File: src/sv/whp_pkg.sv
// Types and constants of the WAV header parser.
`default_nettype none

package whp_pkg;

  // Status codes of a result.
  localparam logic [2:0] ST_OK       = 3'd0;
  localparam logic [2:0] ST_BAD_RIFF = 3'd1;
  localparam logic [2:0] ST_BAD_WAVE = 3'd2;
  localparam logic [2:0] ST_NO_FMT   = 3'd3;
  localparam logic [2:0] ST_NO_DATA  = 3'd4;
  localparam logic [2:0] ST_EMPTY    = 3'd5;

  // Chunk tags as they appear in the tag shift register, first byte highest.
  localparam logic [31:0] TAG_RIFF = 32'h5249_4646;
  localparam logic [31:0] TAG_WAVE = 32'h5741_5645;
  localparam logic [31:0] TAG_FMT  = 32'h666D_7420;
  localparam logic [31:0] TAG_DATA = 32'h6461_7461;

  // Default format fields held until a fmt chunk overwrites them.
  localparam logic [15:0] DEF_CHANNELS = 16'd1;
  localparam logic [31:0] DEF_RATE     = 32'd44100;
  localparam logic [15:0] DEF_BITS     = 16'd16;

  localparam int unsigned ResultWidth = 129;
  localparam int unsigned OutDataWidth = 136;

  // Members listed from the highest bit down, so status sits in the lowest bits.
  typedef struct packed {
    logic [28:0] frame_bytes;
    logic        sample_format;
    logic [31:0] data_bytes;
    logic [15:0] bits_per_sample;
    logic [31:0] rate_hz;
    logic [15:0] channel_count;
    logic [2:0]  status;
  } whp_result_t;

endpackage

`default_nettype wire

File: src/sv/whp_parser.sv
// Header walk state machine: one byte per enabled cycle, at most one result per file.
`default_nettype none

module whp_parser (
  input  wire                  clk_i,
  input  wire                  rst_ni,
  input  wire                  step_en_i,
  input  wire [7:0]            byte_i,
  input  wire                  eof_i,
  output logic                 res_valid_o,
  output whp_pkg::whp_result_t result_o
);
  import whp_pkg::*;

  localparam logic [3:0] PH_RIFF  = 4'd0;
  localparam logic [3:0] PH_RSIZE = 4'd1;
  localparam logic [3:0] PH_WAVE  = 4'd2;
  localparam logic [3:0] PH_CTAG  = 4'd3;
  localparam logic [3:0] PH_CSIZE = 4'd4;
  localparam logic [3:0] PH_FMT   = 4'd5;
  localparam logic [3:0] PH_SKIP  = 4'd6;
  localparam logic [3:0] PH_IDLE  = 4'd7;

  logic [3:0]  phase_q, phase_d;
  logic [3:0]  k_q, k_d;
  logic [31:0] tag_q, tag_d;
  logic [31:0] size_q, size_d;
  logic [31:0] skip_q, skip_d;
  logic [15:0] ch_q, ch_d;
  logic [31:0] rate_q, rate_d;
  logic [15:0] bits_q, bits_d;
  logic        pcm_q, pcm_d;
  logic        rep_q, rep_d;

  logic [4:0]  k_inc;
  logic [31:0] skip_dec;
  logic [31:0] byte_lane;
  logic        emit;
  logic [2:0]  st;
  logic [31:0] data_b;

  always_comb begin
    phase_d   = phase_q;
    k_d       = k_q;
    tag_d     = tag_q;
    size_d    = size_q;
    skip_d    = skip_q;
    ch_d      = ch_q;
    rate_d    = rate_q;
    bits_d    = bits_q;
    pcm_d     = pcm_q;
    rep_d     = rep_q;
    emit      = 1'b0;
    st        = ST_OK;
    data_b    = '0;
    k_inc     = {1'b0, k_q} + 5'd1;
    byte_lane = {24'd0, byte_i} << {k_q[1:0], 3'b000};
    skip_dec  = (skip_q != 32'd0) ? (skip_q - 32'd1) : skip_q;

    unique case (phase_q) inside
      PH_RIFF, PH_WAVE, PH_CTAG: begin
        tag_d = {tag_q[23:0], byte_i};
        k_d   = k_inc[3:0];
        if (k_inc == 5'd4) begin
          k_d = '0;
          if (phase_q == PH_RIFF) begin
            if (tag_d != TAG_RIFF) begin
              emit    = 1'b1;
              st      = ST_BAD_RIFF;
              rep_d   = 1'b1;
              phase_d = PH_IDLE;
            end else begin
              phase_d = PH_RSIZE;
            end
          end else if (phase_q == PH_WAVE) begin
            if (tag_d != TAG_WAVE) begin
              emit    = 1'b1;
              st      = ST_BAD_WAVE;
              rep_d   = 1'b1;
              phase_d = PH_IDLE;
            end else begin
              phase_d = PH_CTAG;
            end
          end else begin
            size_d  = '0;
            phase_d = PH_CSIZE;
          end
        end
      end
      PH_RSIZE: begin
        k_d = k_inc[3:0];
        if (k_inc == 5'd4) begin
          k_d     = '0;
          phase_d = PH_WAVE;
        end
      end
      PH_CSIZE: begin
        size_d = size_q | byte_lane;
        k_d    = k_inc[3:0];
        if (k_inc == 5'd4) begin
          k_d = '0;
          if (tag_q == TAG_FMT) begin
            phase_d = PH_FMT;
          end else if (tag_q == TAG_DATA) begin
            emit    = 1'b1;
            st      = !pcm_q ? ST_NO_FMT : ((size_d == 32'd0) ? ST_EMPTY : ST_OK);
            data_b  = size_d;
            rep_d   = 1'b1;
            phase_d = PH_IDLE;
          end else begin
            skip_d  = size_d;
            phase_d = (size_d != 32'd0) ? PH_SKIP : PH_CTAG;
          end
        end
      end
      PH_FMT: begin
        case (k_q) inside
          4'd0:    tag_d  = {24'd0, byte_i};
          4'd1:    tag_d  = tag_q | {16'd0, byte_i, 8'd0};
          4'd2:    ch_d   = {8'd0, byte_i};
          4'd3:    ch_d   = ch_q | {byte_i, 8'd0};
          4'd4:    rate_d = {24'd0, byte_i};
          4'd5, 4'd6, 4'd7: rate_d = rate_q | byte_lane;
          4'd14:   bits_d = {8'd0, byte_i};
          4'd15:   bits_d = bits_q | {byte_i, 8'd0};
          default: ;
        endcase
        k_d = k_inc[3:0];
        if (k_inc == 5'd16) begin
          k_d   = '0;
          pcm_d = (tag_d == 32'd1);
          if (size_q > 32'd16) begin
            skip_d  = size_q - 32'd16;
            phase_d = PH_SKIP;
          end else begin
            phase_d = PH_CTAG;
          end
        end
      end
      PH_SKIP: begin
        skip_d = skip_dec;
        if (skip_dec == 32'd0) begin
          phase_d = PH_CTAG;
        end
      end
      default: ;
    endcase

    // End of stream with nothing reported yet: report where the walk stopped.
    if (eof_i && !rep_q && !emit) begin
      emit   = 1'b1;
      data_b = '0;
      if (phase_d == PH_RIFF) begin
        st = ST_BAD_RIFF;
      end else if (phase_d == PH_RSIZE || phase_d == PH_WAVE) begin
        st = ST_BAD_WAVE;
      end else begin
        st = pcm_d ? ST_NO_DATA : ST_NO_FMT;
      end
    end
  end

  always_comb begin
    res_valid_o              = emit;
    result_o.status          = st;
    result_o.channel_count   = ch_d;
    result_o.rate_hz         = rate_d;
    result_o.bits_per_sample = bits_d;
    result_o.data_bytes      = data_b;
    result_o.sample_format   = (bits_d != 16'd8);
    result_o.frame_bytes     = 29'(ch_d) * 29'(bits_d[15:3]);
  end

  always_ff @(posedge clk_i or negedge rst_ni) begin
    if (!rst_ni) begin
      phase_q <= PH_RIFF;
      k_q     <= '0;
      tag_q   <= '0;
      size_q  <= '0;
      skip_q  <= '0;
      ch_q    <= DEF_CHANNELS;
      rate_q  <= DEF_RATE;
      bits_q  <= DEF_BITS;
      pcm_q   <= 1'b0;
      rep_q   <= 1'b0;
    end else if (step_en_i) begin
      if (eof_i) begin
        phase_q <= PH_RIFF;
        k_q     <= '0;
        tag_q   <= '0;
        size_q  <= '0;
        skip_q  <= '0;
        ch_q    <= DEF_CHANNELS;
        rate_q  <= DEF_RATE;
        bits_q  <= DEF_BITS;
        pcm_q   <= 1'b0;
        rep_q   <= 1'b0;
      end else begin
        phase_q <= phase_d;
        k_q     <= k_d;
        tag_q   <= tag_d;
        size_q  <= size_d;
        skip_q  <= skip_d;
        ch_q    <= ch_d;
        rate_q  <= rate_d;
        bits_q  <= bits_d;
        pcm_q   <= pcm_d;
        rep_q   <= rep_d;
      end
    end
  end

endmodule

`default_nettype wire

File: src/sv/wav_header_parser_core.sv
// Top level of the WAV header parser: input register, parser and result register.
`default_nettype none

// The block reads a RIFF/WAVE file one byte per request on the slave stream,
// with tlast on the final byte of the file. It checks the RIFF and WAVE tags,
// walks the chunks, captures the fmt fields and sends one status request
// on the master stream per file: when the data chunk header is complete, on a
// bad tag, or at the final byte if nothing was reported before. After the
// report it drops bytes until tlast, then starts over on the next file.
// An accepted byte reaches the master side through the input register, then
// through the parser into the result register. One byte per cycle is
// sustained while the master side is ready; the parser step between the two
// registers is combinational. When the receiver stalls with a result pending,
// the held byte waits in the input register and s_axis_tready falls, so
// nothing is dropped or repeated. Reset clears the valid flags of both
// registers and returns the parser to its start state with default format
// fields of 1 channel, 44100 Hz and 16 bits.
module wav_header_parser_core (
  input  wire          clk_i,
  input  wire          rst_ni,
  input  wire          s_axis_tvalid,
  output logic         s_axis_tready,
  input  wire  [7:0]   s_axis_tdata,   // [7:0] byte_value
  input  wire          s_axis_tlast,   // end_of_file
  output logic         m_axis_tvalid,
  input  wire          m_axis_tready,
  // [2:0] status, [18:3] channel_count, [50:19] rate_hz,
  // [66:51] bits_per_sample, [98:67] data_bytes, [99] sample_format,
  // [128:100] frame_bytes, [135:129] zero
  output logic [135:0] m_axis_tdata
);
  import whp_pkg::*;

  logic        in_valid_q, in_valid_d;
  logic [7:0]  in_byte_q;
  logic        in_eof_q;
  logic        out_valid_q, out_valid_d;
  whp_result_t out_res_q;

  logic        advance;
  logic        res_valid;
  whp_result_t res;

  // The held byte moves on when the result register is free or being drained.
  assign advance       = in_valid_q && (!out_valid_q || m_axis_tready);
  assign s_axis_tready = !in_valid_q || advance;

  whp_parser u_parser (
    .clk_i      (clk_i),
    .rst_ni     (rst_ni),
    .step_en_i  (advance),
    .byte_i     (in_byte_q),
    .eof_i      (in_eof_q),
    .res_valid_o(res_valid),
    .result_o   (res)
  );

  always_comb begin
    in_valid_d = in_valid_q;
    if (s_axis_tready) begin
      in_valid_d = s_axis_tvalid;
    end
    out_valid_d = out_valid_q;
    if (out_valid_q && m_axis_tready) begin
      out_valid_d = 1'b0;
    end
    if (advance && res_valid) begin
      out_valid_d = 1'b1;
    end
  end

  always_ff @(posedge clk_i or negedge rst_ni) begin
    if (!rst_ni) begin
      in_valid_q  <= 1'b0;
      out_valid_q <= 1'b0;
    end else begin
      in_valid_q  <= in_valid_d;
      out_valid_q <= out_valid_d;
    end
  end

  always_ff @(posedge clk_i) begin
    if (s_axis_tready && s_axis_tvalid) begin
      in_byte_q <= s_axis_tdata;
      in_eof_q  <= s_axis_tlast;
    end
    if (advance && res_valid) begin
      out_res_q <= res;
    end
  end

  assign m_axis_tvalid = out_valid_q;
  assign m_axis_tdata  = {(OutDataWidth - ResultWidth)'(0), out_res_q};

endmodule

`default_nettype wire

File: config.mk
export PLATFORM = sky130hd
export DESIGN_NAME = wav_header_parser_core
export DESIGN_NICKNAME = d
export VERILOG_FILES = /design/src/sv/whp_pkg.sv /design/src/sv/whp_parser.sv /design/src/sv/wav_header_parser_core.sv
export SDC_FILE = /design/constraint.sdc
export NUM_CORES = 1
export LEC_CHECK = 0
export BUFFER_PORTS_ARGS = -buffer_cell sky130_fd_sc_hd__buf_2
export CORE_ASPECT_RATIO = 0.8
export CORE_MARGIN = 3
export CORE_UTILIZATION = 62
export DETAILED_ROUTE_END_ITERATION = 10
export GPL_TIMING_DRIVEN = 0
export PLACE_DENSITY = 0.88
export SETUP_SLACK_MARGIN = 0.4
export SLEW_MARGIN = 25
export SYNTH_ARGS = -nofsm -noshare
export SYNTH_HDL_FRONTEND = slang
export SYNTH_HIERARCHICAL = 1
export SYNTH_SLANG_ARGS = --single-unit
File: constraint.sdc
create_clock -name clk_i -period 9.8 [get_ports clk_i]
set_input_delay 0.98 -clock clk_i [delete_from_list [all_inputs] [get_ports clk_i]]
set_output_delay 0.98 -clock clk_i [all_outputs]
set_load 0.005 [all_outputs]
Word-level counts from Yosys, hierarchy flattened --
Cells that the tools add are included.
Word-level totals: input port bits 13, logic and storage cells 207, register bits after elaboration 310, output and inout bits 138
Cells by class: add/sub/neg operators 3, bitwise logic cells 8, $lt $le $gt $ge 1, eq/ne operators 37, reduce and logical (&&, ||, !) cells 34, multipliers 1, mux-type cells 101, shifts and indexed selects 1
Operator list (count):
- $mux 32 | 23
- $mux 16 | 16
- $pmux 32 s2 | 2
- $pmux 32 s3 | 1
- $eq 32x31->1 const B | 2
- $logic_not 32->1 | 2
- $ne 32x31->1 const B | 2
- $or 32x32->32 | 2
- $reduce_bool 32->1 | 2
- $mux 3 | 17
- $mux 4 | 12
- $eq 32x1->1 const B | 1
- $gt 32x5->1 const B | 1
- $or 16x16->16 | 2
- $or 32x16->32 | 1
- $shl 8x5->32 | 1
- $sub 32x1->32 const B | 1
- $sub 32x5->32 const B | 1
- $mul 16x13->29 | 1
- $eq 4x3->1 const B | 7
- $mux 1 | 24
- $ne 3x3->1 const B | 7
- $eq 4x2->1 const B | 5
- $pmux 4 s5 | 1
- 27 further kinds | 52

Depth between registers and ports, before layout --
depth in word-level cells 13, depth in mapped cells 31, depth with buffers taken out 27

Hierarchy --
The synthesis kept the hierarchy.
Modules (own cells, without submodules):
- whp_parser | instances 1, cells each 2093, area an instance 17232.8 µm², seq. area each 4264.1 µm²
- wav_header_parser_core | instances 1, cells each 156, area an instance 4311.6 µm², seq. area each 4194.0 µm²

Least setup slack after synthesis --
No wires, ideal clock.
kind flip-flop to flip-flop, start reg u_parser.tag_q[1], end reg out_res_q (netlist bit m_axis_tdata[0]), enable pin, buffers on the path 0, arrival time 7.648 ns, required time 9.165 ns, clock period less this slack 8.282 ns, library setup time 0.635 ns, cell stages (with the launch flop) 9, slack 1.518 ns, cells stage by stage dfrtp_1 -> or4_1 -> nor4_1 -> nand4_1 -> nor2_1 -> o2111ai_1 -> o21ai_0 -> nand2_1 -> nor2b_1
Between the ends: longest elaborated chain between the ends 10, elaborated cells on any way between the ends 17, classes of those cells eq/ne (4); mux (10); reduce/logical (3)
RTL lines:
- start, declared | RTL line whp_parser.sv:26 | logic [31:0] tag_q, tag_d;
- start signal, assigned | RTL line whp_parser.sv:201 | tag_q <= tag_d;
- $ne 32x31->1 | RTL line whp_parser.sv:76 | if (tag_d != TAG_WAVE) begin
- $mux 1 | RTL line whp_parser.sv:76
- $mux 1 | RTL line whp_parser.sv:75 | end else if (phase_q == PH_WAVE) begin
- $mux 1 | RTL line whp_parser.sv:66 | if (phase_q == PH_RIFF) begin
- $mux 1 | RTL line whp_parser.sv:64 | if (k_inc == 5'd4) begin
- $pmux 1 s2 (*) | RTL line whp_parser.sv:60 | unique case (phase_q) inside
- $logic_not 1->1 | RTL line whp_parser.sv:150 | if (eof_i && !rep_q && !emit) begin
- $logic_and 1x1->1 | RTL line whp_parser.sv:150
- $mux 1 (*) | RTL line whp_parser.sv:150
- net res_valid | RTL line wav_header_parser_core.sv:41 | logic res_valid;
- $logic_and 1x1->1 (*) | RTL line wav_header_parser_core.sv:87 | if (advance && res_valid) begin
- end signal, assigned | RTL line wav_header_parser_core.sv:88 | out_res_q <= res;
- end, declared | RTL line wav_header_parser_core.sv:38 | whp_result_t out_res_q;
The timed path passes the listed nets; every way through them passes the cells marked *. A chain may end at the register's enable or synchronous reset.

==> results.md <==
* Run status: complete, no violations
* Worst setup EP type: flip-flop
* HPWL Detailed at 50500 um
* Category of the critical setup timing path: reg -> reg
* Final weighted congestion in routability-driven placement at just over 1
* WL final at 69400 um
* Share of the cycle needed by the critical path after routing at ~93%
* Post-synth top area share at 19.2%
* Count of flip-flops with a built-in enable after synthesis at ~140
* Hold Fails Final Rpt at 0
* Area of the die at between 0.03 and 0.04 mm^2
* Area grow syn2layout at 12.4%
* Post-synthesis cell type count at 86
* Final setup violating endpoints at 0
* VDD IR max at between 150 and 200 uV
* Overall overflow remaining after global route at 0
* Clock latency on the worst-skew pair at 600 ps
* Deepest level of the CTS H-tree at 1
* Area occupied by multi-input gates at about 0.012 mm^2
* Top cell type by total area after synthesis: sky130_fd_sc_hd__edfxtp_1
* Sum of negative setup slack at 0 ps
* Global-route wire length before repair at about 110000 um
* Pre-Repair DR Iteration Count at 9
* Worst max-slew margin expressed relative to the limit at a little under a third
* Number of core rows at 60
* YS warnings at 6
* Share of synthesized area occupied by flip-flops and latches at between 30% and 40%
* Number of global-route vias before repair at about 19000
* Area of the core region at 0.0339 mm^2
* Slowest CP cell: sky130_fd_sc_hd__mux2i_1
* CP most frequent cell: sky130_fd_sc_hd__fa_1
* Min-delay worst type: in -> async
* Setup Skew at approximately 15 ps
* Nature of the critical path startpoint: flip-flop
* Largest net degree at the start of global routing at 70
* TritonCTS clock tree: built
* Num Clock Sinks at 310
* RSZ-0062 raised after global routing: no
* Launch point of the worst path: u_parser/phase_q[2]$_DFFE_PN0P_
* Period minus WS final at 9100 ps
* Async set-or-reset flop fraction in the synthesized netlist at between 50% and 60%
* Number of filler instances in the final layout at 2433
* Clock edge transition at the registers on the reported setup and hold paths at around 70 ps
* Number of port buffers at between 100 and 150
* Footprint of the flip-flops and latches at between 0.008 and 0.009 mm^2
* Average size of a mapped cell at 9.58 um^2
* All-Layer GR Usage at between 30% and 40%
* Count of mapped cells out of synthesis at roughly 2200
* Via count at ~20000
* Final number of max-transition violations at 0
* Data required time of the critical path at 10140 ps
* X dimension of the die at 214 um
* NumNets Final at about 2700
* Max-Cap Viols at 0
* Post-route antenna net violation count at 0
* Clock Path Buffers at 3
* Io pins at 151
* Total standard cell area after synthesis at between 0.02 and 0.025 mm^2
* Transition time at the pin with the least slew margin at around 1000 ps
* Root Buffer Master: sky130_fd_sc_hd__clkbuf_16
* Highest achievable clock rate at about 110 MHz
* Leakage power at 10.7 nW
* Detail-routed via count per cell at 6.67
* Wire length per cell after detailed routing at between 20 and 25 um
* Initial antenna violation count at 1
* Worst slack, placed at -169 ps
* Number of DRC markers in iteration 0 at 2914
* Signal arrival time at the worst endpoint at around 9500 ps
* Post-CTS Hold Buffers at 0
* CP Max Fanout at 10
* Starting utilization of the core area at a little under two thirds
* Leading post-synthesis cells by cell area: sky130_fd_sc_hd__edfxtp_1 19%, sky130_fd_sc_hd__dfrtp_1 19%, sky130_fd_sc_hd__fa_1 14%
* Worst reg2reg startpoint: u_parser/phase_q[2]$_DFFE_PN0P_
* Number of clock buffers inserted by TritonCTS at 31
* Number of diodes added for antenna fixing at 0
* Stage delay of the slowest cell on the critical path at roughly 670 ps
* Post-route setup slack at 696 ps
* Register bit total from synthesis at just over 300
* Layout cell share with drive strength beyond 1 at a little under an eighth
* Fraction of the core area covered by cells at the end of the flow at a little under three quarters
* DR DRC count at 0
* Die H at ~170 um
* Overall power after layout at around 4.6 mW
* Power density over the cells at between 150 and 200 mW/mm^2
* Prevailing post-synth register cell: sky130_fd_sc_hd__dfrtp_1
-- stage by stage --
| stage | area, um^2 | hold WS (ps) | cells |
|---|---|---|---|
| after floorplan | 21600 | 456 | 2255 |
| after global placement | 22900 | 471 | 2863 |
| after detailed placement | 23100 | 486 | 2870 |
| after CTS | 24100 | 242 | 2928 |
| after global routing | 24200 | 255 | 2928 |
| final | 24200 | 244 | 2928 |
-- sequential cells by signal, summed over array words and instances (netlist names), 4 cells and up --
register	cells
u_parser/phase_q	4
u_parser/skip_q	32
in_byte_q	8
u_parser/bits_q	16
u_parser/k_q	4
u_parser/ch_q	16
u_parser/size_q	32
u_parser/tag_q	32
u_parser/rate_q	32
m_axis_tdata	129
-- cells by family (layout without fill, tap and decap cells) --
kind of cell	after synthesis	count (layout)	synth area share [%]
compound gates	525	525	16.4
xor+xnor	24	24	0.976
fa+ha+maj	236	236	19.1
buf+inv	407	615	7.26
flops	310	310	39.3
mux	33	33	1.54
other cells	1	7	0.0174
simple gates	713	713	15.5
-- cells in the mapped netlist, types with 8 or more instances --
| cell type | count |
|---|---|
| sky130_fd_sc_hd__a211oi_1 | 13 |
| sky130_fd_sc_hd__a31oi_1 | 65 |
| sky130_fd_sc_hd__nand2_1 | 183 |
| sky130_fd_sc_hd__dfrtp_1 | 164 |
| sky130_fd_sc_hd__o22ai_1 | 9 |
| sky130_fd_sc_hd__mux2i_1 | 32 |
| sky130_fd_sc_hd__nand4_1 | 22 |
| sky130_fd_sc_hd__o31ai_1 | 11 |
| sky130_fd_sc_hd__xnor2_1 | 19 |
| sky130_fd_sc_hd__or3_1 | 13 |
| sky130_fd_sc_hd__nand2b_1 | 12 |
| sky130_fd_sc_hd__nor4_1 | 30 |
| sky130_fd_sc_hd__dfstp_2 | 8 |
| sky130_fd_sc_hd__nor2_1 | 276 |
| sky130_fd_sc_hd__edfxtp_1 | 138 |
| sky130_fd_sc_hd__and3_1 | 11 |
| sky130_fd_sc_hd__or4_1 | 8 |
| sky130_fd_sc_hd__a22o_1 | 94 |
| sky130_fd_sc_hd__buf_2 | 8 |
| sky130_fd_sc_hd__a21o_1 | 10 |
| sky130_fd_sc_hd__nor3_1 | 53 |
| sky130_fd_sc_hd__fa_1 | 154 |
| sky130_fd_sc_hd__nand3_1 | 26 |
| sky130_fd_sc_hd__nor2b_1 | 11 |
| sky130_fd_sc_hd__a311oi_1 | 20 |
| sky130_fd_sc_hd__o21ai_0 | 90 |
| sky130_fd_sc_hd__ha_1 | 82 |
| sky130_fd_sc_hd__or2_2 | 23 |
| sky130_fd_sc_hd__a21oi_1 | 141 |
| sky130_fd_sc_hd__inv_1 | 248 |
| sky130_fd_sc_hd__clkbuf_1 | 124 |
| sky130_fd_sc_hd__clkinv_1 | 14 |
-- layer usage --
layer | GRT usage [%] | share of wire, % | vias to the layer above
met3 | 13.7 | 17 | 222
met5 | 0 | 0.019 | -
met1 | 54.4 | 39 | 9461
li1 | - | - | 8186
met2 | 51.6 | 41 | 1658
met4 | 11.1 | 3.3 | 2
-- layout make-up --
class,instances,share of cell area (%)
Multi-Input combinational cell,1538,48.0
Clock inverter,17,0.827
Sequential cell,310,34.9
Timing Repair Buffer,150,3.73
Tap cell,465,2.40
Inverter,263,4.15
Buffer,144,2.43
Clock buffer,41,3.48
-- what timing repair did --
item / 4_1_cts / 5_1_grt
buffers inserted: 0 / 0
setup endpoints to repair: 11 / 12
resized for setup: 5 / 33
pin swaps: 0 / 0
-- report_power, final --
group	switching, mW	total (mW)	internal (mW)
clock	0.541	1.23	0.692
sequential	0.203	1.75	1.55
combinational	1.12	1.65	0.527
-- final timing paths --
check / to / slack [ps] / cells after the start
min: u_parser/skip_q[21]$_DFFE_PN0P_ / 240 / 1
min reg2reg: u_parser/tag_q[27]$_DFFE_PN0P_ / 500 / 1
max reg2reg: m_axis_tdata[122]$_DFFE_PP_ / 700 / 25
max: m_axis_tdata[122]$_DFFE_PP_ / 700 / 25
max in group asynchronous: u_parser/rate_q[11]$_DFFE_PN1P_ / 8520 / 3
min in group clk_i: u_parser/tag_q[27]$_DFFE_PN0P_ / 500 / 1
-- cell usage in the layout (no fill, tap or decap), types with 65 or more instances in the layout --
cell and instances:
sky130_fd_sc_hd__edfxtp_1 138, sky130_fd_sc_hd__fa_1 154, sky130_fd_sc_hd__a22o_1 94, sky130_fd_sc_hd__a21oi_1 141
sky130_fd_sc_hd__inv_1 248, sky130_fd_sc_hd__ha_1 82, sky130_fd_sc_hd__nand2_1 183, sky130_fd_sc_hd__o21ai_0 90
sky130_fd_sc_hd__nor2_1 274, sky130_fd_sc_hd__a31oi_1 65, sky130_fd_sc_hd__dfrtp_1 164, sky130_fd_sc_hd__buf_2 150
sky130_fd_sc_hd__clkbuf_1 123
-- critical path: cells and delay by family (launching register included) --
kind	cells	cell delay, ps
compound gates	6	1970
xor+xnor	1	160
fa+ha+maj	6	2890
buf+inv	7	1650
flops	1	330
mux	1	670
simple gates	4	1170
Power figures use the tool's default switching activity.
